`src/hdl/softmax_cross_entropy_loss_assert.svh`:
```
// Assertion macros for the softmax cross-entropy loss block.
// Needs a clock named clk and an active-low reset named rst_n in scope.
`ifndef SOFTMAX_CROSS_ENTROPY_LOSS_ASSERT_SVH
`define SOFTMAX_CROSS_ENTROPY_LOSS_ASSERT_SVH
`ifndef SYNTH
// Check that cons holds in the same cycle as ante.
`define SMCE_ASSERT_SAME(label, ante, cons) \
    label: assert property (@(posedge clk) disable iff (!rst_n) (ante) |-> (cons)) \
        else $error("assertion failed");
// Check that cons holds in the cycle after ante.
`define SMCE_ASSERT_NEXT(label, ante, cons) \
    label: assert property (@(posedge clk) disable iff (!rst_n) (ante) |=> (cons)) \
        else $error("assertion failed");
`else
`define SMCE_ASSERT_SAME(label, ante, cons)
`define SMCE_ASSERT_NEXT(label, ante, cons)
`endif
`endif

```
`src/hdl/smce_pkg.sv`:
```
// Shared types and constants of the softmax cross-entropy loss block.
// No dependencies.
`timescale 1ns / 1ps
package smce_pkg;
    localparam int MAX_CLASSES = 63;
    localparam int MAX_BATCH   = 256;
    localparam int NUM_W       = 48;
    localparam int DEN_W       = 37;

    localparam logic [1:0] KIND_GRAD = 2'd0;
    localparam logic [1:0] KIND_LOSS = 2'd1;
    localparam logic [1:0] KIND_ERR  = 2'd2;

    localparam logic [1:0] REG_CLASS_COUNT = 2'd0;
    localparam logic [1:0] REG_BATCH_COUNT = 2'd1;
    localparam logic [1:0] REG_EMIT_GRAD   = 2'd2;

    localparam logic [30:0] ONE_Q30 = 31'd1073741824;
    localparam logic [31:0] LN2_Q32 = 32'd2977044472;

    // exp(-2^(k-8)) in Q0.32
    localparam logic [31:0] EXP_BITS [16] = '{
        32'd4278222805, 32'd4261543595, 32'd4228380001, 32'd4162825044,
        32'd4034748382, 32'd3790295335, 32'd3344923893, 32'd2605029347,
        32'd1580030169, 32'd581260615,  32'd78665070,   32'd1440801,
        32'd483,        32'd0,          32'd0,          32'd0
    };

    typedef struct packed {
        logic             start;
        logic [NUM_W-1:0] num;
        logic [DEN_W-1:0] den;
    } div_req_t;

    typedef struct packed {
        logic             busy;
        logic             done;
        logic [NUM_W-1:0] quot;
    } div_stat_t;
endpackage

```
`src/hdl/smce_div.sv`:
```
// Iterative restoring divider, one quotient bit per cycle.
// Depends on smce_pkg.
`timescale 1ns / 1ps
module smce_div (
    input  logic                clk,
    input  logic                rst_n,
    input  smce_pkg::div_req_t  req,
    output smce_pkg::div_stat_t stat
);
    import smce_pkg::*;

    logic [DEN_W-1:0] rem_reg, rem_next;
    logic [DEN_W-1:0] den_reg, den_next;
    logic [NUM_W-1:0] num_reg, num_next;
    logic [NUM_W-1:0] quot_reg, quot_next;
    logic [5:0]       cnt_reg, cnt_next;
    logic             busy_reg, busy_next;
    logic             done_reg, done_next;
    logic [DEN_W:0]   rem_sh;
    logic [DEN_W:0]   rem_sub;

    always_comb
    begin
        rem_sh    = {rem_reg, num_reg[NUM_W-1]};
        rem_sub   = rem_sh - {1'b0, den_reg};
        rem_next  = rem_reg;
        den_next  = den_reg;
        num_next  = num_reg;
        quot_next = quot_reg;
        cnt_next  = cnt_reg;
        busy_next = busy_reg;
        done_next = 1'b0;
        if (req.start)
        begin
            rem_next  = '0;
            den_next  = req.den;
            num_next  = req.num;
            cnt_next  = '0;
            busy_next = 1'b1;
        end
        else if (busy_reg)
        begin
            // shift in one dividend bit, subtract when it fits
            num_next = {num_reg[NUM_W-2:0], 1'b0};
            if (rem_sh >= {1'b0, den_reg})
            begin
                rem_next  = rem_sub[DEN_W-1:0];
                quot_next = {quot_reg[NUM_W-2:0], 1'b1};
            end
            else
            begin
                rem_next  = rem_sh[DEN_W-1:0];
                quot_next = {quot_reg[NUM_W-2:0], 1'b0};
            end
            cnt_next = cnt_reg + 6'd1;
            if (cnt_reg == 6'(NUM_W - 1))
            begin
                busy_next = 1'b0;
                done_next = 1'b1;
            end
        end
    end

    always_ff @(posedge clk or negedge rst_n)
    begin
        if (!rst_n)
        begin
            busy_reg <= 1'b0;
            done_reg <= 1'b0;
            cnt_reg  <= '0;
        end
        else
        begin
            busy_reg <= busy_next;
            done_reg <= done_next;
            cnt_reg  <= cnt_next;
        end
    end

    always_ff @(posedge clk)
    begin
        rem_reg  <= rem_next;
        den_reg  <= den_next;
        num_reg  <= num_next;
        quot_reg <= quot_next;
    end

    assign stat.busy = busy_reg;
    assign stat.done = done_reg;
    assign stat.quot = quot_reg;
endmodule
```
`config.mk`:
```
export PLATFORM = sky130hd
export DESIGN_NAME = smce_div
export DESIGN_NICKNAME = d
export VERILOG_FILES = /design/src/hdl/softmax_cross_entropy_loss_assert.svh /design/src/hdl/smce_pkg.sv /design/src/hdl/smce_div.sv
export SDC_FILE = /design/constraint.sdc
export NUM_CORES = 1
export LEC_CHECK = 0
export BUFFER_PORTS_ARGS = -buffer_cell sky130_fd_sc_hd__buf_2
export CORE_ASPECT_RATIO = 1.5
export CORE_MARGIN = 4
export CORE_UTILIZATION = 60
export CTS_BUF_LIST = sky130_fd_sc_hd__clkbuf_8 sky130_fd_sc_hd__clkbuf_16
export CTS_CLUSTER_DIAMETER = 150
export DETAILED_ROUTE_END_ITERATION = 6
export GPL_TIMING_DRIVEN = 0
export PLACE_DENSITY = 0.94
export SYNTH_ARGS = -nofsm -noshare
export SYNTH_HDL_FRONTEND = slang
export SYNTH_SLANG_ARGS = --single-unit
```
`constraint.sdc`:
```
create_clock -name clk -period 9.09 [get_ports clk]
set_input_delay 1.818 -clock clk [delete_from_list [all_inputs] [get_ports clk]]
set_output_delay 1.818 -clock clk [all_outputs]
set_load 0.005 [all_outputs]
```
# == After elaboration in Yosys (flattened, before gate mapping) ==
# Cells that the tools add are included.
# word_totals
output_inout_bits,50
elab_cells,26
ff_bits,178
inputBits,88
# op_classes
n_reduce_logical,2
order_cmp,1
n_bitwise,1
n_addsub,2
n_mux,12
eq_ne,1
# op_table
cell,n
two-way mux 48 bit,2
>= comparator 38 x 37 -> 1 bit,1
two-way mux 37 bit,1
subtractor 37 bit,1
two-way mux 6 bit,2
two-way mux 1 bit,7
"adder 6 x 1 -> 6 bit, second input constant",1
"== test 6 bit, second input constant",1
AND reduction 2 bit,1
nonzero test 2 bit,1
inverter 1 bit,1

# == Logic depth before layout (Yosys ltp) ==
# depth
word_depth,4
depth_mapped,15
depth_no_buf,13

# == Least setup slack after synthesis ==
# No wires, ideal clock.
# synth_timing
kind,input-to-reg
start,input port req[85] (netlist bit)
end,register rem_reg[34]
arrival_time_ps,3602
required_ps,8991
stages,5
setup_slack_ps,5389
cell_sequence,inv_1 > nand2_1 > inv_1 > nand2_1 > o221ai_1
# synth_rtl
element,line_no,rtl
"start, declared",smce_div.sv:7,"input smce_pkg::div_req_t req,"
"end signal, assigned",smce_div.sv:82,rem_reg <= rem_next;
"end, declared",smce_div.sv:12,"logic [DEN_W-1:0] rem_reg, rem_next;"

# == Final worst setup path ==
# layout_timing
start,input port req[85] (netlist bit)
end,"register num_reg[2], data pin"
# layout_via
elab_chain_cells,1
# layout_lines
element,line_no,rtl
two-way mux 48 bit,smce_div.sv:33,if (req.start)
via num_next[2],smce_div.sv:14,"logic [NUM_W-1:0] num_reg, num_next;"
"end signal, assigned",smce_div.sv:84,num_reg <= num_next;
"end, declared",smce_div.sv:14,
# The timed path passes the listed nets, and every way through them passes these cells.
# A chain may end at the register's enable or synchronous reset.

==> summary.txt <==
Outcome
  – Outcome: finished, violations left
  – Failing checks: DRC

Clock network
  – Clk buf depth: 2
  – Post_cts resized: 0
  – Post-CTS Setup Bufs: 0
  – Clock transition at the registers of the reported paths: 0.06 ns
  – CTS Buf Count: 17
  – CTS Sinks: 178
  – H-tree Lvls: 4
  – Hold_buf cts: 0
  – Later-pin clock latency in the skew report: ~0.43 ns
  – CTS tree: done
  – Root buffer cell: clkbuf_16

Floorplanning
  – Die X: between 100 and 150 microns
  – Die area: 16830 sq um
  – Initial core utilization: 61.06%
  – Placeable Area: 14530 sq um
  – Cell row count: 54
  – Die Height: 156.9 microns
  – Number of I/O pins: 138

Setup path
  – CP required: roughly 9.3 ns
  – Crit path top cell by count: clkbuf_1
  – Crit path launch: req[85]
  – Critical Path AT: 4.02 ns
  – Critical path's largest stage delay: 0.73 ns
  – Startpoint Class: input pin
  – Crit-path cells: buf_2 -> clkbuf_1 -> clkbuf_1 -> mux2_2
  – Critical path type: in -> reg
  – R2r startpoint: num_reg[47]
  – Worst Path Max Fanout: 40
  – Crit. End Element: flip-flop
  – CP max-delay cell: buf_2

Layout
  – Final net count: 1068
  – # diodes: 0
  – P&R area growth vs syn: 16.94%
  – Register area: 4935 sq um
  – Share of cells above drive strength 1: 25.26%
  – Filler cell count: 1020
  – Multi-input logic area: 3563 sq um

Yosys
  – Synth unique cells: 67
  – Fraction of registers with async set/reset: 4.494%
  – Number of enable flip-flop cells after synthesis: about 130
  – Post-synthesis instance area: 8870 sq um
  – Mux contribution to synthesized area: 6.531%
  – Synth Area in Compound Gates: 13.56%
  – Register area share after synthesis: 55.64%
  – Gate Count Post-Synth: 783
  – Top cells by area, synth: edfxtp_1 45%, dfxtp_1 8.4%, mux2_2 6.0%
  – Ys flop type: edfxtp_1
  – Mean Syn Cell Area: 11.33 sq um
  – Largest family of logic cells by synthesized area: compound AO/OA/AOI/OAI gates
  – Simple-gate area share of the yosys netlist: 11.05%
  – Cell with the most instances after synthesis: edfxtp_1
  – FF+latch count, synth: 178
  – Synth area leader: edfxtp_1
  – Share of the synthesized area in the top cell type: 45.03%
  – Synth Net Count: 910
  – Synth Area in Adders: 5.586%
  – Top cells by count, synth: 133 x edfxtp_1, 81 x nand2_1, 54 x nor2_1
  – Post-synthesis xor/xnor area fraction: 3.456%
  – Synth Warn #: 0

Timing
  – Final hold violations: 0
  – Period utilization: 42.20%
  – Max-slew violations: 0
  – Min Hold Slack: 0.4461 ns
  – Fin crit period: 3.836 ns
  – Endpoints failing setup: 0
  – Setup tns final: 0 ns
  – Slew @ Worst Pin: 0.9731 ns
  – Final Skew: 0.008760 ns
  – Relative slew slack: 35.12%
  – Max frequency: approximately 260 MHz
  – Unrepaired setup endpoints after global routing: no

Placed design
  – # port buffers: 137
  – Placed wire-length estimate: 15570 microns
  – GP Congestion: slightly below 1

Drt
  – Post-route ant nets: 0
  – Average vias per placed instance: 5.905
  – DR DRC count: 31
  – WL/cell: approximately 18 microns
  – Routed vias: 6791
  – Iter 0 DRT Violations: just under 500
  – DR pass1 iterations: 7
  – Final wirelength: about 21000 microns

Global routing
  – GRT overflow: 0
  – First-pass GRT wire length: 33100 microns
  – Initial antenna violation count: 0
  – Vias in the first global route: around 6.9k
  – Largest net degree at the start of global routing: 51
  – Global-route usage over all layers: 25.35%

Worst hold path
  – Worst Min Path Start: quot_reg[27]
  – Worst Hold Class: reg -> reg

Pwr
  – Maximum vdd drop: roughly 170 uV
  – Leak pwr: 4.335 nW
  – Pwr per Cell Area: 274.9 nW/um^2

Flow run
  – Max cap viols: 0
==> placed cells by master (no fill, tap or decap), drive strengths merged, types with 4 or more instances in the layout <==
| master | Yosys | layout |
|---|---|---|
| a21o | 13 | 13 |
| edfxtp | 133 | 133 |
| or3 | 6 | 6 |
| nand2 | 81 | 81 |
| nor4 | 5 | 5 |
| clkinv | 0 | 6 |
| a31oi | 11 | 11 |
| a21boi | 4 | 4 |
| xnor2 | 18 | 18 |
| inv | 51 | 55 |
| buf | 11 | 150 |
| a21oi | 46 | 46 |
| mux2 | 47 | 47 |
| mux2i | 5 | 5 |
| xor2 | 17 | 17 |
| a311oi | 22 | 22 |
| nor2 | 54 | 54 |
| nor3 | 8 | 8 |
| dfrtp | 8 | 8 |
| nor2b | 4 | 4 |
| and2 | 5 | 5 |
| and3 | 4 | 4 |
| clkbuf | 29 | 47 |
| clkinvlp | 0 | 4 |
| o211ai | 10 | 10 |
| o21bai | 5 | 5 |
| o21a | 5 | 5 |
| dfxtp | 37 | 37 |
| a211oi | 6 | 6 |
| ha | 38 | 38 |
| o21ai | 31 | 31 |
| nand4 | 10 | 10 |
| nand3 | 21 | 21 |
==> final timing paths <==
check | to | slack, ns | depth (start not counted)
max reg2reg | rem_reg[21] | 5.50 | 14
min | quot_reg[28] | 0.45 | 0
min in group asynchronous | cnt_reg[1] | 1.21 | 1
max in group asynchronous | cnt_reg[5] | 7.72 | 1
min reg2reg | quot_reg[28] | 0.45 | 0
max | num_reg[2] | 5.25 | 4
==> metal layers <==
| layer | vias to the layer above | track usage, % | wire length [microns] |
|---|---|---|---|
| met2 | 300 | 45.18 | 10700 |
| li1 | 3199 | - | - |
| met3 | 68 | 6.606 | 1405 |
| met1 | 3224 | 26.90 | 7868 |
| met5 | - | 0 | 0 |
| met4 | 0 | 14.44 | 932 |
==> cell type report <==
| cell class | instances | area share [%] |
|---|---|---|
| clock buffers | 18 | 4.234 |
| well taps | 196 | 2.364 |
| plain buffers | 40 | 1.737 |
| flip-flops and latches | 178 | 47.58 |
| inverters | 51 | 1.846 |
| repair buffers | 139 | 6.996 |
| clock inverters | 14 | 0.8926 |
| multi-input cells | 514 | 34.35 |
==> stage by stage <==
stage | util [%] | cell area (sq um) | worst slack [ns] | std cells | power [mW]
4_1_cts | 71.40 | 10370 | 5.236 | 1150 | 2.841
2_1_floorplan | - | 8870 | 5.389 | 783 | 1.898
3_3_place_gp | 67.47 | 9801 | 4.006 | 1116 | 2.143
6_report | 71.40 | 10370 | 5.254 | 1150 | 2.852
3_5_place_dp | 67.74 | 9841 | 4.793 | 1118 | 2.178
5_1_grt | 71.40 | 10370 | 5.108 | 1150 | 3.022
==> power by group <==
part	internal (mW)	switching [mW]
sequential	1.01	0.0842
combinational	0.436	0.664
clock	0.354	0.304
==> critical path, delay by kind of cell <==
kind | cells | cell delay, ns
buffers and inverters | 3 | 1.76
multiplexers | 1 | 0.41
==> cell families (layout without fill, tap and decap cells) <==
logic type                 count (synthesis)  after routing
xor gates and xnor gates                  35             35
muxes                                     52             52
and+or+nand+nor                          210            210
AOI/OAI and AO/OA                        178            178
buffers and inverters                     91            262
DFF                                      178            178
adders and majority gates                 39             39
Power figures use the tool's default switching activity.
